--- src/tsd_pkg.sv ---
// Shared types and constants of the tone segment detector.
package tsd_pkg;

  localparam int MAX_HALF_WINDOW_DEF = 32;
  localparam int INDEX_BITS_DEF      = 16;

  localparam int SAMPLE_W = 16;
  localparam int COEFF_W  = 17;
  localparam int HW_W     = 6;
  localparam int ENERGY_W = 34;
  localparam int POS_W    = 16;
  localparam int EDGE_W   = 2;
  localparam int FILL_W   = 8;
  localparam int ADDR_W   = 5;
  localparam int DATA_W   = 64;

  localparam logic [FILL_W-1:0]   FILL_SAT   = 8'd255;
  localparam logic [ENERGY_W-1:0] ENERGY_MAX = {ENERGY_W{1'b1}};

  localparam logic [COEFF_W-1:0]  TONE_COEFF_RST      = 17'd30467;
  localparam logic [HW_W-1:0]     HALF_WINDOW_RST     = 6'd20;
  localparam logic [ENERGY_W-1:0] QUIET_THRESHOLD_RST = 34'd5368709;

  // Register indexes (paddr[4:3])
  localparam logic [1:0] REG_TONE_COEFF      = 2'd0;
  localparam logic [1:0] REG_HALF_WINDOW     = 2'd1;
  localparam logic [1:0] REG_QUIET_THRESHOLD = 2'd2;

  // Edge event codes
  localparam logic [EDGE_W-1:0] EDGE_NONE  = 2'd0;
  localparam logic [EDGE_W-1:0] EDGE_START = 2'd1;
  localparam logic [EDGE_W-1:0] EDGE_END   = 2'd2;

  typedef struct packed {
    logic signed [SAMPLE_W-1:0] sample;
    logic                       is_last;
  } sample_item_t;

  typedef struct packed {
    logic [ENERGY_W-1:0] window_average;
    logic [POS_W-1:0]    position;
    logic [EDGE_W-1:0]   edge_event;
    logic                last_result;
  } result_item_t;

  typedef struct packed {
    logic [ENERGY_W-1:0] energy;
    logic                is_last;
  } job_t;

endpackage

--- src/tsd_front.sv ---
// Front part: accept samples and compute the residual energy of each.
module tsd_front (
  input  logic                           clk,
  input  logic                           rst,
  input  logic                           sample_valid,
  output logic                           sample_ready,
  input  tsd_pkg::sample_item_t          sample_item,
  input  logic [tsd_pkg::COEFF_W-1:0]    tone_coeff,
  output logic                           job_valid,
  input  logic                           job_ready,
  output tsd_pkg::job_t                  job
);

  typedef enum logic [2:0] {S_IDLE, S_MUL, S_MAG, S_SQR, S_PUSH} state_t;

  state_t state;
  logic signed [15:0] x1, x2, cur_x;
  logic               cur_last, cur_zero;
  logic [1:0]         fcnt;
  logic signed [32:0] prod;
  logic signed [34:0] base;
  logic [30:0]        mag;
  logic               sat;
  logic [61:0]        sq;

  logic signed [34:0] r_c;
  logic [34:0]        abs_c;
  logic [62:0]        rnd_c;

  always_comb begin
    r_c   = base - 35'(prod);
    abs_c = r_c[34] ? 35'(-r_c) : 35'(r_c);
    rnd_c = 63'(sq) + 63'(64'd1 << 27);
  end

  assign sample_ready = (state == S_IDLE);
  assign job_valid    = (state == S_PUSH);
  assign job.is_last  = cur_last;
  assign job.energy   = (cur_zero) ? '0 :
                        (sat ? tsd_pkg::ENERGY_MAX : rnd_c[61:28]);

  always_ff @(posedge clk) begin
    if (rst) begin
      state <= S_IDLE;
      x1    <= '0;
      x2    <= '0;
      fcnt  <= '0;
    end else begin
      unique case (state)
        S_IDLE: begin
          if (sample_valid) begin
            cur_x    <= sample_item.sample;
            cur_last <= sample_item.is_last;
            cur_zero <= (fcnt < 2'd2);
            state    <= S_MUL;
          end
        end
        S_MUL: begin
          prod <= $signed(tone_coeff) * x1;
          base <= 35'(cur_x) * 35'sd16384 + 35'(x2) * 35'sd16384;
          // advance history; a record end clears it
          if (cur_last) begin
            x1   <= '0;
            x2   <= '0;
            fcnt <= '0;
          end else begin
            x1 <= cur_x;
            x2 <= x1;
            if (fcnt != 2'd2) fcnt <= fcnt + 2'd1;
          end
          state <= S_MAG;
        end
        S_MAG: begin
          sat   <= (abs_c >= 35'(64'd1 << 31));
          mag   <= abs_c[30:0];
          state <= S_SQR;
        end
        S_SQR: begin
          sq    <= mag * mag;
          state <= S_PUSH;
        end
        S_PUSH: begin
          if (job_ready) state <= S_IDLE;
        end
        default: state <= S_IDLE;
      endcase
    end
  end

endmodule

--- config.mk ---
export PLATFORM = sky130hd
export DESIGN_NAME = tsd_front
export DESIGN_NICKNAME = d
export VERILOG_FILES = /design/src/tsd_pkg.sv /design/src/tsd_front.sv
export SDC_FILE = /design/constraint.sdc
export NUM_CORES = 2
export LEC_CHECK = 0
export BUFFER_PORTS_ARGS = -buffer_cell sky130_fd_sc_hd__buf_2
export CELL_PAD_IN_SITES_DETAIL_PLACEMENT = 1
export CELL_PAD_IN_SITES_GLOBAL_PLACEMENT = 1
export CORE_MARGIN = 5
export CORE_UTILIZATION = 50
export CTS_BUF_LIST = sky130_fd_sc_hd__clkbuf_4 sky130_fd_sc_hd__clkbuf_8
export DETAILED_ROUTE_END_ITERATION = 6
export PLACE_DENSITY = 0.89
export SKIP_LAST_GASP = 1
export SLEW_MARGIN = 20
export SYNTH_ARGS = -nofsm -noshare
export SYNTH_HDL_FRONTEND = slang
export SYNTH_SLANG_ARGS = --single-unit
--- constraint.sdc ---
create_clock -name clk -period 9.3 [get_ports clk]
set_clock_uncertainty 0.05 [all_clocks]
set_input_delay 0.93 -clock clk [delete_from_list [all_inputs] [get_ports clk]]
set_output_delay 0.93 -clock clk [all_outputs]
set_load 0.005 [all_outputs]
Yosys cells after proc, flatten, opt, wreduce, memory -nomap -nowiden
Cells that the tools add are included.
{"block": "word_totals", "output_inout_bits": 37, "in_bits": 38, "elab_cells": 47, "reg_bits": 217}
{"block": "classes", "n_bitwise": 1, "n_lt_le_gt_ge": 2, "n_mux": 10, "reduce_logical": 8, "n_mul": 2, "addsub": 5, "n_eq_ne": 7}
{"op": "$mux 34", "n": 2}
{"op": "$add 62x28->62 const B", "n": 1}
{"op": "$mul 31x31->62", "n": 1}
{"op": "$ge 35x32->1 const B", "n": 1}
{"op": "$mux 35", "n": 1}
{"op": "$neg 35->35", "n": 1}
{"op": "$sub 35x33->35", "n": 1}
{"op": "$mul 17x16->33", "n": 1}
{"op": "$mux 16", "n": 2}
{"op": "$add 30x30->31", "n": 1}
{"op": "$pmux 3 s5", "n": 1}
{"op": "$reduce_and 2->1", "n": 5}
{"op": "$eq 3x2->1 const B", "n": 2}
{"op": "$mux 3", "n": 2}
{"op": "$mux 2", "n": 2}
{"op": "$ne 2x2->1 const B", "n": 2}
{"op": "$eq 3x1->1 const B", "n": 1}
{"op": "$eq 3x3->1 const B", "n": 1}
{"op": "$logic_not 3->1", "n": 1}
{"op": "$reduce_and 3->1", "n": 1}
{"op": "$add 2x1->2 const B", "n": 1}
{"op": "$lt 2x2->1 const B", "n": 1}
{"op": "$ne 2x1->1 const B", "n": 1}
{"op": "$reduce_bool 2->1", "n": 1}
{"op": "$not 1->1", "n": 1}

Logic depth before layout (Yosys ltp)
{"block": "depth", "word_depth": 4, "ltp_mapped": 30, "mapped_depth_nobuf": 28}

Worst setup path before layout
OpenSTA, ideal clock, no wires.
{"block": "synth_timing", "kind": "register to register", "from": "reg mag[4]", "to": "reg sq[59] (data pin)", "setup_time_ns": 0.162, "required_time_ns": 9.088, "t_arrival_ns": 7.343, "period_less_slack_ns": 7.555, "slack_ns": 1.745, "path_stages_with_launch": 27, "n_path_buf": 2, "path_cell_list": "edfxtp_1 clkbuf_1 clkbuf_1 nand2_1 fa_1 inv_1 fa_1 fa_1 inv_1 fa_1 inv_1 fa_1 fa_1 fa_1 inv_1 fa_1 inv_1 ha_1 nand3_1 nor2_1 inv_1 o311ai_0 a21oi_1 a211oi_1 a21oi_1 or4b_2 o2111ai_1"}
{"block": "synth_via", "elab_chain_cells": 1}
{"element": "start, declared", "line_no": "tsd_front.sv:22", "source": "logic [30:0] mag;"}
{"element": "start signal, assigned", "line_no": "tsd_front.sv:75", "source": "mag <= abs_c[30:0];"}
{"element": "$mul 31x31->62", "line_no": "tsd_front.sv:79", "source": "sq <= mag * mag;"}
{"element": "end signal, assigned", "line_no": "tsd_front.sv:79"}
{"element": "end, declared", "line_no": "tsd_front.sv:24", "source": "logic [61:0] sq;"}
Every way passes these cells.
A chain may end at the register's enable or synchronous reset.

Worst setup path after layout
{"block": "layout_timing", "from": "reg mag[8]", "to": "reg sq[42] (data pin)"}
Same word-level chain as after synthesis.

==> qor.csv <==
stage,metric,value,unit
synth,ys flop type,edfxtp_1,
floorplan,io pins,75,
cts,Clock transition at path regs,0.13,ns
layout,Post-Layout Cell Count,6051,
layout,most frequent cells in the layout,"1,294 x inv_1, 1,024 x fa_1, 482 x nand2_1",
sta,Hold Fails Final Rpt,0,
placement,post-place setup slack,0.1001,ns
sta,Worst slew margin,30.39,%
synth,Post-Synthesis Net Count,6320,
floorplan,initial core utilization,50.39,%
layout,Area Overhead vs Synth,4.664,%
synth,Synth area leaders,"fa_1 44%, ha_1 11%, inv_1 11%, edfxtp_1 8.8%, and2_1 4.1%",
synth,Synth Area in Compound Gates,6.406,%
critical_path,CP max FO,15,
cts,cts bufs inserted,17,
critical_path,Crit. End Element,flip-flop,
synth,Synth Instances,4868,
critical_path,slowest cell on the critical path,edfxtp_1,
floorplan,# rows,111,
critical_path,R2R cell count,26,
synth,Synth Area in XOR/XNOR,3.470,%
sta,Tightest Pin Transition,1.031,ns
global_route,GRT Util Overall,31.69,%
synth,post-synth cell types,85,
cts,clk root buf,clkbuf_8,
global_route,largest net degree at the start of global routing,51,
detailed_routing,final wirelength,155000,µm
floorplan,core area,0.09166,mm²
layout,post-layout util,52.74,%
outcome,status,"finished, violations left",
sta,unrepaired setup endpoints after global routing,false,
detailed_routing,drt drc,4,
sta,# setup viols final,0,
synth,post-synth top area share,44.38,%
global_route,GR Overflow Total,0,
detailed_routing,Routed wire per std cell,25.62,µm
global_route,first-pass GRT wire length,241000,µm
global_route,vias in the first global route,42870,
sta,Final Slew Violations,0,
placement,Post-Place Cells,6014,
detailed_routing,Vias per Instance,5.913,
floorplan,Die ar.,0.09856,mm²
job,Max-cap violations,0,
sta,fin crit share,99.16,%
global_route,antenna violations before repair,4,
cts,clk sinks,172,
floorplan,Chip Height,313.9,µm
detailed_routing,TritonRoute pass-1 iters,7,
critical_path,critical path arrival,9.56,ns
synth,Async SR Flop Fraction,0,%
detailed_routing,met3 routed WL,11590,µm
sta,setup TNS,0,ns
synth,post-synthesis sequential area ratio,10.38,%
critical_path,reg2reg setup slack,0.08,ns
cts,TritonCTS clock tree,built,
placement,GPL Wtd Cong,0.9101,
floorplan,DIE WIDTH,313.9,µm
critical_path,CP max stage delay,0.84,ns
placement,DP Wirelength,126900,µm
synth,Post-Syn Area,0.04619,mm²
sta,Period minus WS final,9.222,ns
synth,number of synthesized flops with an enable pin,135,
critical_path,nature of the critical path startpoint,flip-flop,
detailed_routing,remaining antenna violation count,0,
worst_hold_path,HP Start,sample_item[1],
critical_path,FF-to-FF End,sq[42],
synth,leading area contributor after synthesis,fa_1,
detailed_routing,Vias,35780,
critical_path,Worst EP required,9.64,ns
detailed_routing,DRT iter0 DRCs,2798,
layout,nets,6302,
detailed_routing,Met2 Wirelength,78340,µm
sta,Fmax achieved,0.1084,GHz
sta,Final WS setup,0.07774,ns
synth,largest family of logic cells by synthesized area,adder cells,
detailed_routing,met1 WL,53030,µm
critical_path,worst r2r src,mag[8],
worst_hold_path,hold endpoint,cur_x[0],
synth,simple-gate share of the synthesized area,12.60,%
cts,Max Root-Sink Buffers,2,
worst_hold_path,Hold Path Cell Cnt,1,
worst_hold_path,Hold/Removal Path Class,in -> reg,
cts,worst skew pair latency,0.61,ns
layout,"most common cell after layout, fill and taps aside",inv_1,
synth,adder-cell area share of the yosys netlist,54.94,%
synth,Ys Warns,0,
critical_path,crit path kind,reg -> reg,
layout,fraction of layout cells with a size suffix above 1,4.462,%
detailed_routing,Max Used Layer,met5,
synth,post-synthesis register bit count,172,
outcome,failing checks,design-rule violations,
cts,depth of the CTS H-tree,4,
synth,mux share of post-synthesis cell area,0.1544,%
synth,syn_area_per_cell,9.489,µm²
placement,IO buf count,74,
==> per-stage QoR <==
stage / instance area (µm²) / hold WS, ns
6_report: 48350 / 0.4365
5_1_grt: 48350 / 0.4312
4_1_cts: 48310 / 0.4025
3_5_place_dp: 47880 / 0.4242
3_3_place_gp: 47880 / 0.4185
2_1_floorplan: 46190 / 0.3950
==> critical path, delay by kind of cell, from the launching register on <==
| family | cells | cell delay, ns |
|---|---|---|
| flops | 1 | 0.84 |
| fa+ha+maj | 9 | 4.24 |
| compound gates | 6 | 1.81 |
| simple gates | 4 | 1.24 |
| buf+inv | 7 | 0.84 |
==> per-layer routing <==
| metal | up-vias | global-route usage [%] |
|---|---|---|
| li1 | 14630 | - |
| met1 | 18380 | 35.06 |
| met2 | 1929 | 56.07 |
| met3 | 830 | 6.256 |
| met4 | 2 | 19.81 |
| met5 | - | 0 |
==> state kept, by name, indices dropped and copies added, names as in the netlist <==
| register | count |
|---|---|
| x1 | 16 |
| cur_zero | 1 |
| prod | 33 |
| state | 3 |
| sq | 35 |
| mag | 31 |
| cur_x | 16 |
| base | 17 |
| x2 | 16 |
| sat | 1 |
| fcnt | 2 |
| cur_last | 1 |
==> cells by family after synthesis <==
kind of cell               after synthesis
AOI/OAI and AO/OA                      447
xor gates and xnor gates               183
adders and majority gates             1414
buffers and inverters                 1476
DFF                                    172
muxes                                    7
and+or+nand+nor                       1169
==> cells in the mapped netlist (all sizes together) (7+ instances only) <==
master,count
buf,19
o2111ai,9
a21oi,136
a21boi,11
clkbuf,161
o211ai,12
nor3,46
a31oi,21
o21ai,68
a21o,44
a22o,32
nand2,482
nand2b,30
nand3,40
o21a,20
and4,8
nand4,21
and2,302
a211oi,13
xnor2,119
nor2,132
and3,24
or2,12
nor2b,17
inv,1295
or4,7
dfxtp,37
o21bai,11
or3,8
fa,1024
edfxtp,135
nor4,17
o31ai,13
ha,390
xor2,64
==> worst max path at each step <==
stage	to	startpoint
after floorplan	sq[59]	mag[4]
after global placement	sq[42]	mag[5]
after detailed placement	sq[42]	mag[5]
after CTS	sq[42]	mag[5]
after global routing	sq[42]	mag[8]
final	sq[42]	mag[8]
==> area by class of cell <==
cell class	count	area [µm²]
diodes	2	5.005
clock inverters	15	196.4
flip-flops and latches	172	4795
multi-input cells	3220	35860
fillers	10440	43320
well taps	1186	1484
clock buffers	17	234.0
inverters	1296	4865
repair buffers	143	908.4
==> timing repair <==
item	4_1_cts	5_1_grt
setup buffers	0	2
hold buffers	0	0
endpoints found under the setup margin	0	2
resized for setup	0	0
Power is not shown: default switching activity piles up to over one toggle a cycle in this logic, so the estimate is an artifact.
