$ cat config.mk
export PLATFORM = sky130hd
export DESIGN_NAME = tsd_queue
export DESIGN_NICKNAME = d
export VERILOG_FILES = /design/src/tsd_pkg.sv /design/src/tsd_queue.sv
export SDC_FILE = /design/constraint.sdc
export NUM_CORES = 1
export LEC_CHECK = 0
export BUFFER_PORTS_ARGS = -buffer_cell sky130_fd_sc_hd__buf_2
export CORE_MARGIN = 5
export CORE_UTILIZATION = 39
export CTS_CLUSTER_SIZE = 28
export DETAILED_ROUTE_END_ITERATION = 16
export GPL_TIMING_DRIVEN = 1
export HOLD_SLACK_MARGIN = 0.05
export PLACE_DENSITY = 0.6
export SYNTH_ARGS = -nofsm -noshare
export SYNTH_HDL_FRONTEND = slang
export SYNTH_SLANG_ARGS = --single-unit
$ cat constraint.sdc
create_clock -name clk -period 3.81 [get_ports clk]
set_input_delay 0.762 -clock clk [delete_from_list [all_inputs] [get_ports clk]]
set_output_delay 0.762 -clock clk [all_outputs]
set_load 0.02 [all_outputs]
$ cat src/tsd_pkg.sv
// Shared types and constants of the tone segment detector.
package tsd_pkg;

  localparam int MAX_HALF_WINDOW_DEF = 32;
  localparam int INDEX_BITS_DEF      = 16;

  localparam int SAMPLE_W = 16;
  localparam int COEFF_W  = 17;
  localparam int HW_W     = 6;
  localparam int ENERGY_W = 34;
  localparam int POS_W    = 16;
  localparam int EDGE_W   = 2;
  localparam int FILL_W   = 8;
  localparam int ADDR_W   = 5;
  localparam int DATA_W   = 64;

  localparam logic [FILL_W-1:0]   FILL_SAT   = 8'd255;
  localparam logic [ENERGY_W-1:0] ENERGY_MAX = {ENERGY_W{1'b1}};

  localparam logic [COEFF_W-1:0]  TONE_COEFF_RST      = 17'd30467;
  localparam logic [HW_W-1:0]     HALF_WINDOW_RST     = 6'd20;
  localparam logic [ENERGY_W-1:0] QUIET_THRESHOLD_RST = 34'd5368709;

  // Register indexes (paddr[4:3])
  localparam logic [1:0] REG_TONE_COEFF      = 2'd0;
  localparam logic [1:0] REG_HALF_WINDOW     = 2'd1;
  localparam logic [1:0] REG_QUIET_THRESHOLD = 2'd2;

  // Edge event codes
  localparam logic [EDGE_W-1:0] EDGE_NONE  = 2'd0;
  localparam logic [EDGE_W-1:0] EDGE_START = 2'd1;
  localparam logic [EDGE_W-1:0] EDGE_END   = 2'd2;

  typedef struct packed {
    logic signed [SAMPLE_W-1:0] sample;
    logic                       is_last;
  } sample_item_t;

  typedef struct packed {
    logic [ENERGY_W-1:0] window_average;
    logic [POS_W-1:0]    position;
    logic [EDGE_W-1:0]   edge_event;
    logic                last_result;
  } result_item_t;

  typedef struct packed {
    logic [ENERGY_W-1:0] energy;
    logic                is_last;
  } job_t;

endpackage

$ cat src/tsd_queue.sv
// Two-entry queue between front and back parts.
module tsd_queue (
  input  logic          clk,
  input  logic          rst,
  input  logic          wr_valid,
  output logic          wr_ready,
  input  tsd_pkg::job_t wr_data,
  output logic          rd_valid,
  input  logic          rd_ready,
  output tsd_pkg::job_t rd_data
);

  tsd_pkg::job_t slots [2];
  logic       wp, rp;
  logic [1:0] count;
  logic       push, pop;

  assign wr_ready = (count != 2'd2);
  assign rd_valid = (count != 2'd0);
  assign rd_data  = slots[rp];
  assign push     = wr_valid && wr_ready;
  assign pop      = rd_valid && rd_ready;

  always_ff @(posedge clk) begin
    if (push) slots[wp] <= wr_data;
    if (rst) begin
      wp    <= 1'b0;
      rp    <= 1'b0;
      count <= '0;
    end else begin
      if (push) wp <= ~wp;
      if (pop)  rp <= ~rp;
      count <= count + 2'(push) - 2'(pop);
    end
  end

endmodule

---- Word level (Yosys, flattened, before mapping) ----
Memory sizes are Yosys's and may differ from the RTL's. A register that Yosys moved wholly into a read port is not among the register bits.
Cells that the tools add are included.
word-level totals
  input bits .............................. 39
  flip-flop bits (word level) ............. 4
  logic and storage cells ................. 16
  memories ................................ 1
  RAM bits ................................ 70
  output and inout bits ................... 37
operators by class
  reduce and logical (&&, ||, !) cells .... 3
  multiplexer cells ....................... 4
  equality and inequality tests ........... 1
  bitwise operators ....................... 2
  add/subtract/negate cells ............... 2
memories
  name   words  bits a word  read ports  clocked after memory_dff  write ports  line             source
  slots  2      35           1           1                         1            tsd_queue.sv:13  tsd_pkg::job_t slots [2];
operators by type and width
  kind                                           count
  1-bit 2-to-1 mux                               4
  2-bit by 1-bit adder with 2-bit output         1
  1-bit logical AND                              2
  2-bit inequality test (second input constant)  1
  1-bit inverter                                 2
  2-bit nonzero test                             1
  2-bit by 1-bit subtractor with 2-bit output    1

---- Longest topological paths before layout ----
Gate-level depths: netlist of run 1.
  depth after elaboration ................. 4
  gate-level depth with buffers ........... 8
  depth with buffers taken out ............ 8

---- Least setup slack after synthesis of run 1 ----
OpenSTA, ideal clock, no wires.
  path type ............................... input-to-reg
  from .................................... in wr_valid
  to ...................................... mem slots[0][0] in the netlist's numbering (enable)
  required time ........................... 3,383 ps
  path slack .............................. 1,075 ps
  path buffers ............................ 0
  setup time .............................. 427 ps
  arrival ................................. 2,308 ps
  cell stages on the path ................. 2
  path through ............................ nand2_2 > nor2_1
between the ends
  word-level cells in the longest chain between the ends .. 3
RTL lines
  item                                    line             source
  start, declared                         tsd_queue.sv:5   input logic wr_valid,
  1-bit logical AND                       tsd_queue.sv:21  assign push = wr_valid && wr_ready;
  1-bit 2-to-1 mux                        tsd_queue.sv:25  if (push) slots[wp] <= wr_data;
  1-bit 2-to-1 mux (implied by the code)  tsd_queue.sv:25
  end, declared                           tsd_queue.sv:13
No other way between the ends.

==> out/metrics.yaml, run 1 <==
peakVddDrop_mv: 0.452
cts.sinks: 75
drt_iter0_markers: 26
leakagePower_nw: 1.42
wl_um: 4660
ys_ff_latch: 75
critical_path.startpoint_type: "flip-flop"
gp_congestion: 0.720
portBuffers: 75
rsz0062_at_grt: "false"
route.detailed.drc: 0
die_area_um2: 9310
antenna_found_initial: 0
worst_hold_path.endpoint: "rp"
clock_path_buffers: 2
dr_total_vias: 1410
finClkSkew_ns: 0.00700
core_area_um2: 7250
crit_arrival_ns: 1.99
slew_headroom_pct: 30.0
hold_viol: 0
die_w_um: 96.5
start_util_pct: 40.2
postCtsSetupBuffers: 0
cts.htree.levels: 3
cts_tree: "built"
grt_start_max_net_pins: 36
area_delta_synth_final_pct: 23.5
ys_seq_area_share_pct: 75.5
cap_violations: 0
rr_worst_depth: 3
period_needed_ns: 2.75
ctsHoldBuffers: 0
worst_ep_required_time_ns: 3.05
cts_root_buffer: "clkbuf_8"
ff2ff_setup_slack_ns: 2.02
netlist_area_um2: 2920
numCtsBuffers: 9
grt.total_usage_pct: 10.5
setup_viol: 0
r2r-end: "slots[0][30]"
final.period_utilization_pct: 72.1
finalPower_mw: 2.49
cts_resized: 0
min_from: "rp"
wl_met2_um: 2350
fin_cells: 320
pre_cts_ws_ns: 1.37
met3_length_um: 305
outcome: "finished, final reports clean"
hpwl_um: 3110
fin_tns_setup_ns: 0
top_layer: "met4"
antenna_cells: 0
antenna_left: 0
worstReg2RegStart: "count[0]"
synth_cell_type_count: 17
syn_nets: 174
first_global_vias: 1443
wl_met1_um: 1900
endpoint_kind: "primary output"
powerDensity_nw_per_um2: 691
overflow: 0
min_path_cells: 2
critPathMaxFanout: 18
chipHeight_um: 96.5
clkTransAtPathRegs_ns: 0.07
drive_gt1_share_pct: 61.1
viasPerCell: 4.41
fmax_ghz: 0.364
fin_hold_ws_ns: 0.536
nNetsFinal: 257
syn_inst: 133
synth_warnings: 0
dp_cells: 304
grt_first_pass_wirelength_um: 7070
post_drt_wl_per_cell_um: 14.6
worstHoldPathType: "flip-flop to flip-flop"
layout_setup_ws_ns: 1.06
slew_violations: 0
critical_path_class: "flip-flop to primary output"
clkLatencyLatePin_ns: 0.33
rows: 31
syn_avg_cell_area_um2: 21.9
dr.pass1.iters: 4
worstMarginPinSlew_ns: 1.05
ios: 76
## cell families after synthesis
logic type | after synthesis | synth area share (%)
muxes | 36 | 17.9
DFF | 75 | 75.5
and+or+nand+nor | 11 | 2.02
buffers and inverters | 5 | 2.57
xor gates and xnor gates | 3 | 0.901
adders and majority gates | 2 | 0.857
AOI/OAI and AO/OA | 1 | 0.300
## power by group
part | total (mW) | internal [mW] | leakage, nW | switching (mW)
clock | 0.710 | 0.433 | 0.119 | 0.277
combinational | 0.676 | 0.315 | 0.607 | 0.361
sequential | 1.10 | 1.04 | 0.696 | 0.0649
## metrics by stage
step | area, um^2 | util [%]
global placement | 3360 | 46.4
global route | 3600 | 49.7
finish | 3600 | 49.7
detailed placement | 3360 | 46.4
CTS | 3600 | 49.7
floorplan | 2920 | -
## worst max path at each step
| stage | startpoint | to | slack [ns] |
|---|---|---|---|
| global route | flip-flop | rd_data[3] | 0.93 |
| CTS | flip-flop | rd_data[3] | 0.99 |
| detailed placement | flip-flop | rd_data[3] | 1.37 |
| floorplan | wr_valid | slots[0][0] | 1.07 |
| finish | flip-flop | rd_data[3] | 1.06 |
| global placement | flip-flop | rd_data[1] | 1.37 |
## critical path, cell delays in order, from the launching register on
cell and delay [ns]:
dfxtp_2 0.69, buf_4 0.42, mux2_2 0.38, buf_2 0.16
## state kept, by name, summed over array words and instances (netlist names), named ones only
signal / cells
wp: 1
rp: 1
count: 2
slots: 70
## cell type report
type | count | area [um^2]
clock inverter | 7 | 116
sequential | 75 | 2200
multi-input combinational | 53 | 649
timing repair buffer | 76 | 383
tap | 99 | 124
fill | 615 | 3650
clock buffer | 9 | 124
inverter | 1 | 3.75
## placed cells by master (no fill, tap or decap)
cell	instances
and3_2	1
buf_2	75
buf_4	1
bufinv_16	3
clkbuf_8	9
clkinv_2	2
clkinv_4	1
clkinvlp_4	1
dfxtp_1	4
dfxtp_2	1
edfxtp_1	70
ha_1	2
inv_1	1
mux2_2	5
mux2_4	31
nand2_2	1
nand2b_2	1
nor2_1	4
nor2_4	1
nor2b_1	2
o21a_2	1
or2_2	1
xnor2_1	2
xor2_1	1
## layer usage
| metal | vias to the layer above | global-route usage (%) |
|---|---|---|
| met3 | 9 | 2.79 |
| li1 | 676 | - |
| met1 | 678 | 12.4 |
| met4 | 0 | 6.31 |
| met2 | 47 | 17.1 |
| met5 | - | 0 |
## cells in the mapped netlist, drive strengths merged
master	instances	area share [%]
xor2	1	0.30
edfxtp	70	72
nand2	1	0.21
nor2b	2	0.43
inv	1	0.13
buf	4	2.4
nand2b	1	0.30
ha	2	0.86
dfxtp	5	3.4
xnor2	2	0.60
and3	1	0.21
o21a	1	0.30
mux2	36	18
or2	1	0.21
nor2	5	0.64
Note: power is estimated with default switching activity, not from simulation.
==> run 2: changes to the inputs <==
--- a/config.mk
+++ b/config.mk
@@ -12,7 +12,7 @@
 export DETAILED_ROUTE_END_ITERATION = 16
 export GPL_TIMING_DRIVEN = 1
 export HOLD_SLACK_MARGIN = 0.05
-export PLACE_DENSITY = 0.6
+export PLACE_DENSITY = 0.62
 export SYNTH_ARGS = -nofsm -noshare
 export SYNTH_HDL_FRONTEND = slang
 export SYNTH_SLANG_ARGS = --single-unit
==> constraint.sdc (replaced) <==
create_clock -name clk -period 2.5 [get_ports clk]
set_input_delay 0.5 -clock clk [delete_from_list [all_inputs] [get_ports clk]]
set_output_delay 0.5 -clock clk [all_outputs]
set_load 0.02 [all_outputs]
==> run 2 against run 1 <==
Compared with the run above:
- die area unchanged
- core utilization up 0.43 points
- register-to-register slack worse by 1.1 ns
- global-route usage up 0.18 points
- clock skew down 0.0026 ns
- worst setup slack worse by 0.49 ns
- flip-flop and latch count unchanged
- clock power up 38%
- first-iteration DRC count up 19%
- wire length up 1.7%
- final cell count up 1.3%
- via count up 1.6%
- critical path type unchanged
==> out/metrics.yaml, run 2 (synthesized netlist as in run 1, its figures left out) <==
outcome: "finished, final reports clean"
fin_hold_ws_ns: 0.351
postCtsSetupBuffers: 0
start_util_pct: 40.2
area.sequential_um2: 2200
cts_resized: 0
grt.total_usage_pct: 10.7
cts.htree.levels: 3
clock_path_buffers: 2
final_common_cell: "buf_2"
ios: 76
rows: 31
overflow: 0
worstHoldPathType: "input pin to flip-flop"
grt_start_max_net_pins: 24
endpoint_kind: "primary output"
slew_violations: 0
period_needed_ns: 1.92
powerDensity_nw_per_um2: 1030
ctsHoldBuffers: 0
antenna_left: 0
peakVddDrop_mv: 0.573
post_drt_wl_per_cell_um: 14.6
reg_top3: "slots (70), count (2)"
top_register: "slots"
critical_path.startpoint_type: "flip-flop"
drive_gt1_share_pct: 61.3
dr.pass1.iters: 2
core_area_um2: 7250
gp_congestion: 0.703
route.detailed.drc: 0
most-common-layout-cells: "buf_2, edfxtp_1, mux2_4"
n_fill_cell: 638
drt_iter0_markers: 31
hpwl_um: 3280
area_delta_synth_final_pct: 24.6
fmax_ghz: 0.520
viasPerCell: 4.42
clkLatencyLatePin_ns: 0.33
worst_ep_required_time_ns: 2.00
crit_arrival_ns: 1.42
cts_tree: "built"
grt_first_pass_wirelength_um: 6980
first_global_vias: 1434
setup_viol: 0
dr_total_vias: 1432
slew_headroom_pct: 69.6
fin_tns_setup_ns: 0
rsz0062_at_grt: "false"
largest_reg_flops: 70
final.period_utilization_pct: 77.0
antenna_cells: 0
cts.sinks: 75
hold_viol: 0
cap_violations: 0
die_w_um: 96.5
die_area_um2: 9310
multi_input_area_um2: 649
wl_um: 4740
worstMarginPinSlew_ns: 0.455
critical_path_class: "flip-flop to primary output"
clkTransAtPathRegs_ns: 0.08
nNetsFinal: 261
cts_root_buffer: "clkbuf_8"
antenna_found_initial: 0
portBuffers: 75
finClkSkew_ns: 0.00444
leakagePower_nw: 1.43
numCtsBuffers: 9
critPathMaxFanout: 12
chipHeight_um: 96.5
run 2: changes by cell type in the layout (fill, tap and decap cells not counted), sizes merged:
cell      previous run  this run
buf                 76        80
bufinv               3         2
clkinvlp             1         2
run 2: layout make-up:
| cell class | count | area share [%] |
|---|---|---|
| Clock buffer | 9 | 3.41 |
| Timing Repair Buffer | 80 | 12.0 |
| Multi-Input combinational cell | 53 | 17.9 |
| Sequential cell | 75 | 60.6 |
| Clock inverter | 7 | 2.55 |
| Inverter | 1 | 0.103 |
| Tap cell | 99 | 3.41 |
run 2: report_power, final:
part	internal, mW	switching, mW	leakage, nW	total [mW]
Combinational	0.521	0.600	0.635	1.12
Sequential	1.58	0.0555	0.696	1.63
Clock	0.558	0.423	0.103	0.981
run 2: final timing paths:
check | from | to | slack [ns] | cells after the start
worst max register to register | count[0] | count[1] | 0.95 | 8
worst min-delay path | wr_data[27] | slots[0][27] | 0.35 | 1
worst min register to register | rp | flip-flop | 0.51 | 2
worst max-delay path | flip-flop | rd_data[17] | 0.58 | 3
run 2: layer usage:
| metal | global-route usage, % | routed length, um | part of all wire, % | vias to the layer above |
|---|---|---|---|---|
| met5 | 0 | 0 | 0 | - |
| li1 | - | - | - | 683 |
| met1 | 11.8 | 1840 | 39 | 699 |
| met3 | 3.95 | 319 | 6.7 | 9 |
| met4 | 7.01 | 108 | 2.3 | 0 |
| met2 | 17.2 | 2470 | 52 | 41 |
run 2: stage by stage:
stage                     power [mW]  instance area [um^2]  worst slack (ns)  cells  utilization [%]
after floorplan                 2.53                  2920             0.534    133                -
after global placement          2.80                  3420             0.852    308             47.1
after detailed placement        2.81                  3420             0.823    308             47.1
after CTS                       3.80                  3630             0.534    324             50.1
after global routing            3.93                  3630             0.503    324             50.1
final                           3.74                  3630             0.576    324             50.1
run 2: critical path, stage by stage (launching register included):
cell and delay (ns):
dfxtp_2 0.35, buf_4 0.25, mux2_4 0.33, buf_2 0.16
