<file path="config.mk">
export PLATFORM = sky130hd
export DESIGN_NAME = tsd_back
export DESIGN_NICKNAME = d
export VERILOG_FILES = /design/src/tsd_pkg.sv /design/src/tsd_back.sv
export SDC_FILE = /design/constraint.sdc
export NUM_CORES = 2
export LEC_CHECK = 0
export BUFFER_PORTS_ARGS = -buffer_cell sky130_fd_sc_hd__buf_2
export CAP_MARGIN = 10
export CORE_ASPECT_RATIO = 0.5
export CORE_MARGIN = 2
export CORE_UTILIZATION = 40
export DETAILED_ROUTE_END_ITERATION = 8
export HOLD_SLACK_MARGIN = 0.05
export PLACE_DENSITY_LB_ADDON = 0.08
export SLEW_MARGIN = 20
export SYNTH_ARGS = -nofsm -noshare
export SYNTH_HDL_FRONTEND = slang
export SYNTH_SLANG_ARGS = --single-unit
export TNS_END_PERCENT = 10
</file>
<file path="constraint.sdc">
create_clock -name clk -period 11.85 [get_ports clk]
set_input_delay 2.37 -clock clk [delete_from_list [all_inputs] [get_ports clk]]
set_output_delay 2.37 -clock clk [all_outputs]
set_load 0.005 [all_outputs]
</file>
<file path="src/tsd_pkg.sv">
// Shared types and constants of the tone segment detector.
package tsd_pkg;

  localparam int MAX_HALF_WINDOW_DEF = 32;
  localparam int INDEX_BITS_DEF      = 16;

  localparam int SAMPLE_W = 16;
  localparam int COEFF_W  = 17;
  localparam int HW_W     = 6;
  localparam int ENERGY_W = 34;
  localparam int POS_W    = 16;
  localparam int EDGE_W   = 2;
  localparam int FILL_W   = 8;
  localparam int ADDR_W   = 5;
  localparam int DATA_W   = 64;

  localparam logic [FILL_W-1:0]   FILL_SAT   = 8'd255;
  localparam logic [ENERGY_W-1:0] ENERGY_MAX = {ENERGY_W{1'b1}};

  localparam logic [COEFF_W-1:0]  TONE_COEFF_RST      = 17'd30467;
  localparam logic [HW_W-1:0]     HALF_WINDOW_RST     = 6'd20;
  localparam logic [ENERGY_W-1:0] QUIET_THRESHOLD_RST = 34'd5368709;

  // Register indexes (paddr[4:3])
  localparam logic [1:0] REG_TONE_COEFF      = 2'd0;
  localparam logic [1:0] REG_HALF_WINDOW     = 2'd1;
  localparam logic [1:0] REG_QUIET_THRESHOLD = 2'd2;

  // Edge event codes
  localparam logic [EDGE_W-1:0] EDGE_NONE  = 2'd0;
  localparam logic [EDGE_W-1:0] EDGE_START = 2'd1;
  localparam logic [EDGE_W-1:0] EDGE_END   = 2'd2;

  typedef struct packed {
    logic signed [SAMPLE_W-1:0] sample;
    logic                       is_last;
  } sample_item_t;

  typedef struct packed {
    logic [ENERGY_W-1:0] window_average;
    logic [POS_W-1:0]    position;
    logic [EDGE_W-1:0]   edge_event;
    logic                last_result;
  } result_item_t;

  typedef struct packed {
    logic [ENERGY_W-1:0] energy;
    logic                is_last;
  } job_t;

endpackage

</file>
<file path="src/tsd_back.sv">
// Back part: energy history, window sums, division, edge search and results.
module tsd_back #(
  parameter int MAX_HALF_WINDOW = tsd_pkg::MAX_HALF_WINDOW_DEF,
  parameter int INDEX_BITS      = tsd_pkg::INDEX_BITS_DEF
) (
  input  logic                           clk,
  input  logic                           rst,
  input  logic                           job_valid,
  output logic                           job_ready,
  input  tsd_pkg::job_t                  job,
  input  logic [tsd_pkg::HW_W-1:0]       half_window,
  input  logic [tsd_pkg::ENERGY_W-1:0]   quiet_threshold,
  output logic                           result_valid,
  input  logic                           result_ready,
  output tsd_pkg::result_item_t          result_item
);

  localparam int DEPTH = 2 * MAX_HALF_WINDOW + 1;
  localparam int IDX_W = $clog2(DEPTH);
  localparam int CNT_W = $clog2(DEPTH + 1);
  localparam int SUM_W = tsd_pkg::ENERGY_W + CNT_W;
  localparam int NUM_W = SUM_W + 1;
  localparam int DC_W  = $clog2(NUM_W + 1);
  localparam int W9    = tsd_pkg::FILL_W + 1;

  localparam logic [1:0] PH_SEEK_START = 2'd0;
  localparam logic [1:0] PH_SEEK_END   = 2'd1;
  localparam logic [1:0] PH_DONE       = 2'd2;

  typedef enum logic [2:0] {S_IDLE, S_CHECK, S_RD, S_ACC, S_DIV, S_FIN, S_OUT} state_t;

  state_t state;
  logic [tsd_pkg::ENERGY_W-1:0] mem [DEPTH];
  logic [tsd_pkg::ENERGY_W-1:0] rd_data;

  logic [IDX_W-1:0]          head, pending, lag, idx, hi;
  logic [tsd_pkg::FILL_W-1:0] fill;
  logic [INDEX_BITS-1:0]     count;
  logic [1:0]                phase;
  logic                      rec_last, final_flag;
  logic [CNT_W-1:0]          cnt, rem;
  logic [SUM_W-1:0]          sum;
  logic [NUM_W-1:0]          num;
  logic [DC_W-1:0]           dcount;

  logic [tsd_pkg::HW_W-1:0] w_eff;
  logic [IDX_W-1:0]  w_ext, lag_c, lo_c, hi_c, head_new, rd_addr;
  logic [W9-1:0]     hi_sum, hi_fill, span;
  logic              emit_now, in_range;
  logic [CNT_W:0]    rem_sh;
  logic              qbit;
  logic [tsd_pkg::ENERGY_W-1:0] avg_c;

  always_comb begin
    w_eff = (half_window > tsd_pkg::HW_W'(MAX_HALF_WINDOW)) ?
            tsd_pkg::HW_W'(MAX_HALF_WINDOW) : half_window;
    w_ext = IDX_W'(w_eff);
    lag_c = pending - IDX_W'(1);
    emit_now = (pending != '0) && (rec_last || (lag_c >= w_ext));
    lo_c  = (lag_c > w_ext) ? lag_c - w_ext : '0;
    hi_sum  = W9'(lag_c) + W9'(w_ext);
    hi_fill = W9'(fill) - W9'(1);
    hi_c    = (hi_sum < hi_fill) ? IDX_W'(hi_sum) : IDX_W'(hi_fill);
    head_new = (fill == '0) ? '0 :
               ((head == IDX_W'(DEPTH - 1)) ? '0 : head + IDX_W'(1));
    rd_addr = (head >= idx) ? head - idx : IDX_W'((IDX_W+1)'(head) + (IDX_W+1)'(DEPTH)
                                                  - (IDX_W+1)'(idx));
    rem_sh = {rem, num[NUM_W-1]};
    qbit   = (rem_sh >= (CNT_W+1)'(cnt));
    avg_c  = (num > NUM_W'(tsd_pkg::ENERGY_MAX)) ? tsd_pkg::ENERGY_MAX
                                                 : num[tsd_pkg::ENERGY_W-1:0];
    span     = W9'(fill) - W9'(1) - W9'(lag);
    in_range = (span >= W9'(w_eff >> 1)) && (W9'(lag) >= W9'(w_eff >> 1));
  end

  assign job_ready    = (state == S_IDLE);
  assign result_valid = (state == S_OUT);

  // history store: one write port, one registered read port
  always_ff @(posedge clk) begin
    if (state == S_IDLE && job_valid) mem[head_new] <= job.energy;
    rd_data <= mem[rd_addr];
  end

  always_ff @(posedge clk) begin
    if (rst) begin
      state    <= S_IDLE;
      head     <= '0;
      fill     <= '0;
      pending  <= '0;
      count    <= '0;
      phase    <= PH_SEEK_START;
      rec_last <= 1'b0;
    end else begin
      unique case (state)
        S_IDLE: begin
          if (job_valid) begin
            head     <= head_new;
            if (fill != tsd_pkg::FILL_SAT) fill <= fill + tsd_pkg::FILL_W'(1);
            pending  <= pending + IDX_W'(1);
            rec_last <= job.is_last;
            state    <= S_CHECK;
          end
        end
        S_CHECK: begin
          if (emit_now) begin
            lag        <= lag_c;
            final_flag <= rec_last && (pending == IDX_W'(1));
            idx        <= lo_c;
            hi         <= hi_c;
            cnt        <= CNT_W'(hi_c - lo_c) + CNT_W'(1);
            sum        <= '0;
            state      <= S_RD;
          end else begin
            if (rec_last) begin
              head    <= '0;
              fill    <= '0;
              pending <= '0;
              count   <= '0;
              phase   <= PH_SEEK_START;
            end else begin
              count <= count + INDEX_BITS'(1);
            end
            state <= S_IDLE;
          end
        end
        S_RD: state <= S_ACC;
        S_ACC: begin
          sum <= sum + SUM_W'(rd_data);
          if (idx == hi) begin
            state <= S_DIV;
            // preload numerator for rounding half up
            num    <= NUM_W'(sum + SUM_W'(rd_data)) + NUM_W'(cnt >> 1);
            rem    <= '0;
            dcount <= DC_W'(NUM_W);
          end else begin
            idx   <= idx + IDX_W'(1);
            state <= S_RD;
          end
        end
        S_DIV: begin
          rem    <= qbit ? CNT_W'(rem_sh - (CNT_W+1)'(cnt)) : CNT_W'(rem_sh);
          num    <= {num[NUM_W-2:0], qbit};
          dcount <= dcount - DC_W'(1);
          if (dcount == DC_W'(1)) state <= S_FIN;
        end
        S_FIN: begin
          result_item.window_average <= avg_c;
          result_item.position <= tsd_pkg::POS_W'(count - INDEX_BITS'(lag));
          result_item.last_result <= final_flag;
          result_item.edge_event <= tsd_pkg::EDGE_NONE;
          if (in_range) begin
            priority if (phase == PH_SEEK_START && avg_c <= quiet_threshold) begin
              result_item.edge_event <= tsd_pkg::EDGE_START;
              phase <= PH_SEEK_END;
            end else if (phase == PH_SEEK_END && avg_c >= quiet_threshold) begin
              result_item.edge_event <= tsd_pkg::EDGE_END;
              phase <= PH_DONE;
            end
          end
          state <= S_OUT;
        end
        S_OUT: begin
          if (result_ready) begin
            pending <= pending - IDX_W'(1);
            state   <= S_CHECK;
          end
        end
        default: state <= S_IDLE;
      endcase
    end
  end

endmodule

</file>
Word-level counts from Yosys, hierarchy flattened

Memories as Yosys holds them, arrays and structs flattened. A register that Yosys moved wholly into a read port is not among the register bits.
Cells that the tools add are included.

Register bits after elaboration: 222
Bits in latches: 0
RAM bits: 2210
ROM bits: 0
Input port bits: 79
Output and inout bits: 55
Logic and storage cells: 157
Memories: 1

$add $sub $neg: 21
$mul: 0
Divide/modulo/power cells: 0
$lt $le $gt $ge: 11
Equality and inequality tests: 23
Shift operators: 0
Multiplexer cells: 48
Bitwise logic cells: 3
Reduce and logical (&&, ||, !) cells: 29

Memory list:

| memory | depth | bits a word | read ports | clocked after memory_dff | wr ports | RTL line       | source |
|---|---|---|---|---|---|---|---|
| mem    | 65    | 34          | 1          | 1                        | 1        | tsd_back.sv:33 | `logic [tsd_pkg::ENERGY_W-1:0] mem [DEPTH];` |

Operator list:

| operator                | number |
|---|---|
| $mux W7                 | 14 |
| $pmux W42 S2            | 1 |
| $pmux W41 S2            | 1 |
| $add A41 B34 Y42        | 1 |
| $add A42 B6 Y42         | 1 |
| $gt A42 B34 Y1 const B  | 1 |
| $mux W42                | 1 |
| $pmux W7 S2             | 3 |
| $add A41 B34 Y41        | 1 |
| $mux W41                | 1 |
| $ge A34 B34 Y1          | 1 |
| $le A34 B34 Y1          | 1 |
| $mux W34                | 1 |
| $mux W8                 | 4 |
| $add A7 B1 Y7 const B   | 4 |
| $sub A7 B7 Y7           | 4 |
| $pmux W3 S7             | 1 |
| $pmux W7 S3             | 1 |
| $add A16 B1 Y16 const B | 1 |
| $mux W16                | 1 |
| $ne A2 B2 Y1 const B    | 8 |
| $pmux W8 S2             | 1 |
| $sub A16 B7 Y16         | 1 |
| $reduce_and A5 Y1       | 3 |
| 46 further kinds        | 78 |

Longest topological paths before layout

Depth after elaboration: 8
Mapped depth: 31
Mapped depth without buffers: 30

Worst setup path after synthesis

OpenSTA, ideal clock, no wires.

Path kind: in2reg
Start point: in half_window[5] (netlist bit)
End point: reg sum[0] (enable)
Setup time: 0.490 ns
Arrival: 6.941 ns
Required time: 11.360 ns
Slack: 4.418 ns
Stages: 11
Buffers on the path: 1
Path through: inv_1 -> nand2_1 -> ha_1 -> clkbuf_1 -> o21ai_0 -> a21oi_1 -> o21ai_0 -> a21o_1 -> a31oi_1 -> nor2_1 -> nor3_1

Word-level cells in the longest chain between the ends: 7

RTL lines:

| element                       | RTL line        | source |
|---|---|---|
| start, declared               | tsd_back.sv:11  | `input logic [tsd_pkg::HW_W-1:0] half_window,` |
| $gt A6 B6 Y1                  | tsd_back.sv:55  | `w_eff = (half_window > tsd_pkg::HW_W'(MAX_HALF_WINDOW)) ?` |
| $mux W6 *                     | tsd_back.sv:55  |  |
| $ge A7 B6 Y1 *                | tsd_back.sv:59  | `emit_now = (pending != '0) && (rec_last \|\| (lag_c >= w_ext));` |
| $logic_or A1 B1 Y1 *          | tsd_back.sv:59  |  |
| $logic_and A1 B1 Y1 *         | tsd_back.sv:59  |  |
| $ne A2 B2 Y1 (no line) *      | n/a             |  |
| $reduce_and A3 Y1 (no line) * | n/a             |  |
| end signal, assigned          | tsd_back.sv:129 | `sum <= sum + SUM_W'(rd_data);` |
| end, declared                 | tsd_back.sv:42  | `logic [SUM_W-1:0] sum;` |

Mark *: on every way between the ends. The rest lies on a longest branch, timed or not.
A chain may end at the register's enable or synchronous reset.

Worst setup path after layout

Start point: reg head[1]
End point: reg rd_data[24] (netlist bit) (read register of mem)

Word-level cells in the longest chain between the ends: 3
Elaborated cells between the ends (all ways): 5
Those cells by class: 3 x add/sub; 1 x order compare; 1 x mux

RTL lines:

| element                | RTL line       | source |
|---|---|---|
| start, declared        | tsd_back.sv:36 | `logic [IDX_W-1:0] head, pending, lag, idx, hi;` |
| start signal, assigned | tsd_back.sv:98 | `head <= head_new;` |
| $add A7 B7 Y7          | tsd_back.sv:66 | `rd_addr = (head >= idx) ? head - idx : IDX_W'((IDX_W+1)'(head) + (IDX_W+1)'(DEPTH)` |
| $sub A7 B7 Y7          | tsd_back.sv:67 | `- (IDX_W+1)'(idx));` |
| $mux W7 *              | tsd_back.sv:66 |  |
| end, declared          | tsd_back.sv:34 | `logic [tsd_pkg::ENERGY_W-1:0] rd_data;` |

Marked as above.

==> reports/qor.tcl <==
set qor(portBuffers) 133
set qor(final_hold_violation_count) 0
set qor(synthDistinctLibCells) 87
set qor(clk-insertion-delay-late_ns) 0.92
set qor(synthesis.yosys.warnings) 0
set qor(max_slew_violation_count) 0
set qor(globalRouteTotalUtil_pct) 25.1
set qor(finalSetupTns_ns) 0
set qor(setup_ws_ns) 5.20
set qor(number_of_drc_markers_in_iteration_0) 8031
set qor(synth_async_sr_flop_share_pct) 0
set qor(fp.coreArea_mm2) 0.263
set qor(pin_count) 134
set qor(netlist_area_mm2) 0.106
set qor(cts_tree) {done}
set qor(groute.layer.met3.usage_pct) 5.89
set qor(ctsHoldBuffers) 0
set qor(crit_fanout) 105
set qor(cts_buffers) 235
set qor(leakage_nw) 39.5
set qor(globalRoute.busiestLayer) {met1}
set qor(ant_nets) 0
set qor(final.period_utilization_pct) 56.1
set qor(worst_pin_slew_ns) 1.14
set qor(numPlacedInstances) 11400
set qor(pre_cts_slack_ns) 4.61
set qor(syn_area_per_cell_um2) 13.1
set qor(fin_nets) 8440
set qor(grt_pass1_wl_um) 488000
set qor(post_route_cells_drive_above_1_share_pct) 11.2
set qor(drv.max_cap_violation_count) 0
set qor(cell_pwr_density_mw_per_mm2) 207
set qor(synth_edf_count) 2388
set qor(wp_data_arrival_ns) 7.38
set qor(setup.worst_path.class) {flop to flop}
set qor(drc_errors_left) 0
set qor(worst_hold_path_type) {flop to flop}
set qor(grt.met1_usage_pct) 37.7
set qor(root_buffer) {sky130_fd_sc_hd__clkbuf_16}
set qor(grt_overflow_total) 0
set qor(crit_path_end_kind) {flop}
set qor(finalInstanceArea_mm2) 0.118
set qor(met2_usage_pct) 37.0
set qor(clock_tree.htree_level_count) 4
set qor(cts_sinks) 2466
set qor(relSlewSlack_pct) 23.1
set qor(timing.critical_path.from_type) {flop}
set qor(clock-skew-final_ns) 0.0746
set qor(synth_fp_nets) 8359
set qor(design.die.area_mm2) 0.268
set qor(period_needed_ns) 6.65
set qor(vias_in_the_first_global_route) 65500
set qor(wl_per_cell_um) 29.1
set qor(area.growth.synth_to_final_pct) 11.9
set qor(cts_setup_buffers) 0
set qor(post-dp-hpwl_um) 192000
set qor(clock_path_buffers) 4
set qor(syn-instance-count) 8043
set qor(cp_data_required_time_ns) 12.58
set qor(synth_seq_cells) 2466
set qor(place.gp.congestion) 0.807
set qor(core.rowCount) 133
set qor(post_cts.resized_instances) 0
set qor(rsz0062_at_grt) {false}
set qor(grt_max_degree) 164
set qor(final_standard_cell_count_with_taps_included_and_fillers_excluded) 11800
set qor(die_height_um) 367
set qor(timing.fmax_mhz) 150
set qor(synth.yosys.seq_area_share_pct) 69.4
set qor(via_density) 5.78
set qor(postRouteWirelength_um) 344000
set qor(die_width_um) 730
set qor(setup_violations) 0
set qor(outcome) {completed}
set qor(grt_antenna_before_repair) 15
set qor(dr.pass1.iters) 6
set qor(fillers) 23800
set qor(clock_pin_slew_on_the_worst_setup_and_hold_paths_ns) 0.07
set qor(synthFlopType) {sky130_fd_sc_hd__edfxtp_1}
set qor(dpl_cell_area_mm2) 0.111
set qor(initial_utilization_pct) 40.2
set qor(via_count) 68400
set qor(timing.hold.ws_ns) 0.431
set qor(vdd.ir_drop.worst_mv) 0.125
where the power goes:
| part | leakage (nW) | switching, mW | internal (mW) | total, mW |
|---|---|---|---|---|
| combinational | 13.7 | 4.63 | 2.10 | 6.74 |
| clock | 3.69 | 3.37 | 4.21 | 7.58 |
| sequential | 22.1 | 0.272 | 9.82 | 10.1 |
| total | 39.5 | 8.28 | 16.1 | 24.4 |
layout by cell type, fill, tap and decap left out, types with 40 or more instances in the layout:
master	n
sky130_fd_sc_hd__and3_1	40
sky130_fd_sc_hd__ha_1	188
sky130_fd_sc_hd__a21oi_1	210
sky130_fd_sc_hd__inv_1	136
sky130_fd_sc_hd__clkinv_2	41
sky130_fd_sc_hd__o221ai_1	100
sky130_fd_sc_hd__a32oi_1	122
sky130_fd_sc_hd__xnor2_1	74
sky130_fd_sc_hd__mux2_2	91
sky130_fd_sc_hd__clkbuf_1	58
sky130_fd_sc_hd__a2111oi_0	66
sky130_fd_sc_hd__nand4_1	229
sky130_fd_sc_hd__dfxtp_1	78
sky130_fd_sc_hd__nor2_1	263
sky130_fd_sc_hd__mux2i_1	144
sky130_fd_sc_hd__buf_4	182
sky130_fd_sc_hd__o21ai_0	107
sky130_fd_sc_hd__clkbuf_16	238
sky130_fd_sc_hd__and2_1	72
sky130_fd_sc_hd__a21o_1	48
sky130_fd_sc_hd__buf_2	132
sky130_fd_sc_hd__a31oi_1	231
sky130_fd_sc_hd__nand3_1	582
sky130_fd_sc_hd__edfxtp_1	2388
sky130_fd_sc_hd__fa_1	46
sky130_fd_sc_hd__o22ai_1	99
sky130_fd_sc_hd__nand2_1	1696
sky130_fd_sc_hd__nor2_4	74
sky130_fd_sc_hd__xor2_1	79
routing by layer:
| metal | part of all wire [%] | routed length (um) | up-vias |
|---|---|---|---|
| met1 | 46 | 158000 | 35100 |
| li1 | - | - | 30400 |
| met2 | 43 | 147000 | 2584 |
| met3 | 9.0 | 31000 | 383 |
| met4 | 2.1 | 7050 | 0 |
| met5 | 0 | 0 | - |
through the flow:
| step | power (mW) | utilization, % |
|---|---|---|
| floorplan | 14.5 | - |
| global placement | 17.0 | 42.1 |
| detailed placement | 17.0 | 42.1 |
| CTS | 24.5 | 44.9 |
| global route | 25.5 | 45.0 |
| finish | 24.4 | 45.0 |
path summary, 6_finish.rpt:
path | slack (ns) | cells past startpoint | start | to
worst max-delay path | 5.20 | 18 | head[1] | rd_data[24]
worst max register to register | 5.20 | 18 | head[1] | rd_data[24]
worst min register to register | 0.43 | 0 | final_flag | result_item[0]
worst min-delay path | 0.43 | 0 | final_flag | result_item[0]
worst max-delay path, stage by stage (launching register included):
cell,delay (ns)
sky130_fd_sc_hd__dfxtp_1,0.49
sky130_fd_sc_hd__inv_1,0.12
sky130_fd_sc_hd__ha_1,0.34
sky130_fd_sc_hd__inv_1,0.05
sky130_fd_sc_hd__ha_2,0.32
sky130_fd_sc_hd__buf_4,0.44
sky130_fd_sc_hd__inv_2,0.47
sky130_fd_sc_hd__nor3_2,0.35
sky130_fd_sc_hd__buf_4,0.32
sky130_fd_sc_hd__a21oi_4,0.04
sky130_fd_sc_hd__buf_4,0.37
sky130_fd_sc_hd__buf_12,0.37
sky130_fd_sc_hd__nor2_4,0.65
sky130_fd_sc_hd__buf_12,0.53
sky130_fd_sc_hd__nand3_1,0.17
sky130_fd_sc_hd__nand4_1,0.14
sky130_fd_sc_hd__o221ai_1,0.17
sky130_fd_sc_hd__a31oi_1,0.74
sky130_fd_sc_hd__a211oi_2,0.18
synthesized netlist by cell type (16+ instances only):
cell                        number  area share [%]
sky130_fd_sc_hd__xor2_1         79            0.66
sky130_fd_sc_hd__nor3_1         39            0.19
sky130_fd_sc_hd__or2_2          35            0.21
sky130_fd_sc_hd__buf_2         237             1.1
sky130_fd_sc_hd__nor2_1        337             1.2
sky130_fd_sc_hd__o21bai_1       16            0.11
sky130_fd_sc_hd__clkbuf_1      168            0.60
sky130_fd_sc_hd__a21oi_1       213             1.0
sky130_fd_sc_hd__dfxtp_1        78             1.5
sky130_fd_sc_hd__nand2_1      1698             6.0
sky130_fd_sc_hd__buf_1          27           0.096
sky130_fd_sc_hd__mux2_2         91            0.97
sky130_fd_sc_hd__inv_1         138            0.49
sky130_fd_sc_hd__a2111oi_0      66            0.55
sky130_fd_sc_hd__a32oi_1       122             1.0
sky130_fd_sc_hd__a31oi_1       231             1.4
sky130_fd_sc_hd__buf_4          38            0.27
sky130_fd_sc_hd__ha_1          190             2.3
sky130_fd_sc_hd__fa_1           47            0.89
sky130_fd_sc_hd__o22ai_1        99            0.59
sky130_fd_sc_hd__o21ai_0       108            0.51
sky130_fd_sc_hd__and2_1         74            0.44
sky130_fd_sc_hd__a21o_1         50            0.36
sky130_fd_sc_hd__nand3_1       583             2.8
sky130_fd_sc_hd__mux2i_1       144             1.4
sky130_fd_sc_hd__nand4_1       229             1.4
sky130_fd_sc_hd__xnor2_1        75            0.62
sky130_fd_sc_hd__edfxtp_1     2388              68
sky130_fd_sc_hd__and3_1         40            0.24
sky130_fd_sc_hd__o221ai_1      100            0.83
sky130_fd_sc_hd__nand2b_1       26            0.15
sky130_fd_sc_hd__nor2b_1        30            0.18
sky130_fd_sc_hd__nor4_1         16           0.095
registers in the layout, summed over array words and instances (netlist names), 8 cells and up:
name,count
count,16
rd_data,34
mem,2210
num,42
result_item,53
sum,41
fill,8
layout make-up:
cell class	instances	area (um2)	area share, %
inverter	138	518	0.439
clock buffer	322	6530	5.53
sequential	2466	73300	62.1
tap	3510	4390	3.72
clock inverter	107	958	0.812
multi-input combinational	4958	30100	25.5
timing repair buffer	325	2250	1.90
antenna	4	10.0	0.00848
cells by family after synthesis:
kind of cell             share of synthesized area, %
AO/OA/AOI/OAI                                    7.69
buffers and inverters                            2.68
flip-flops                                       69.4
multiplexers                                     2.48
adder cells (fa/ha/maj)                          3.15
XOR/XNOR                                         1.28
AND/OR/NAND/NOR                                  13.3
No activity file was read; power rests on OpenSTA's default activity.
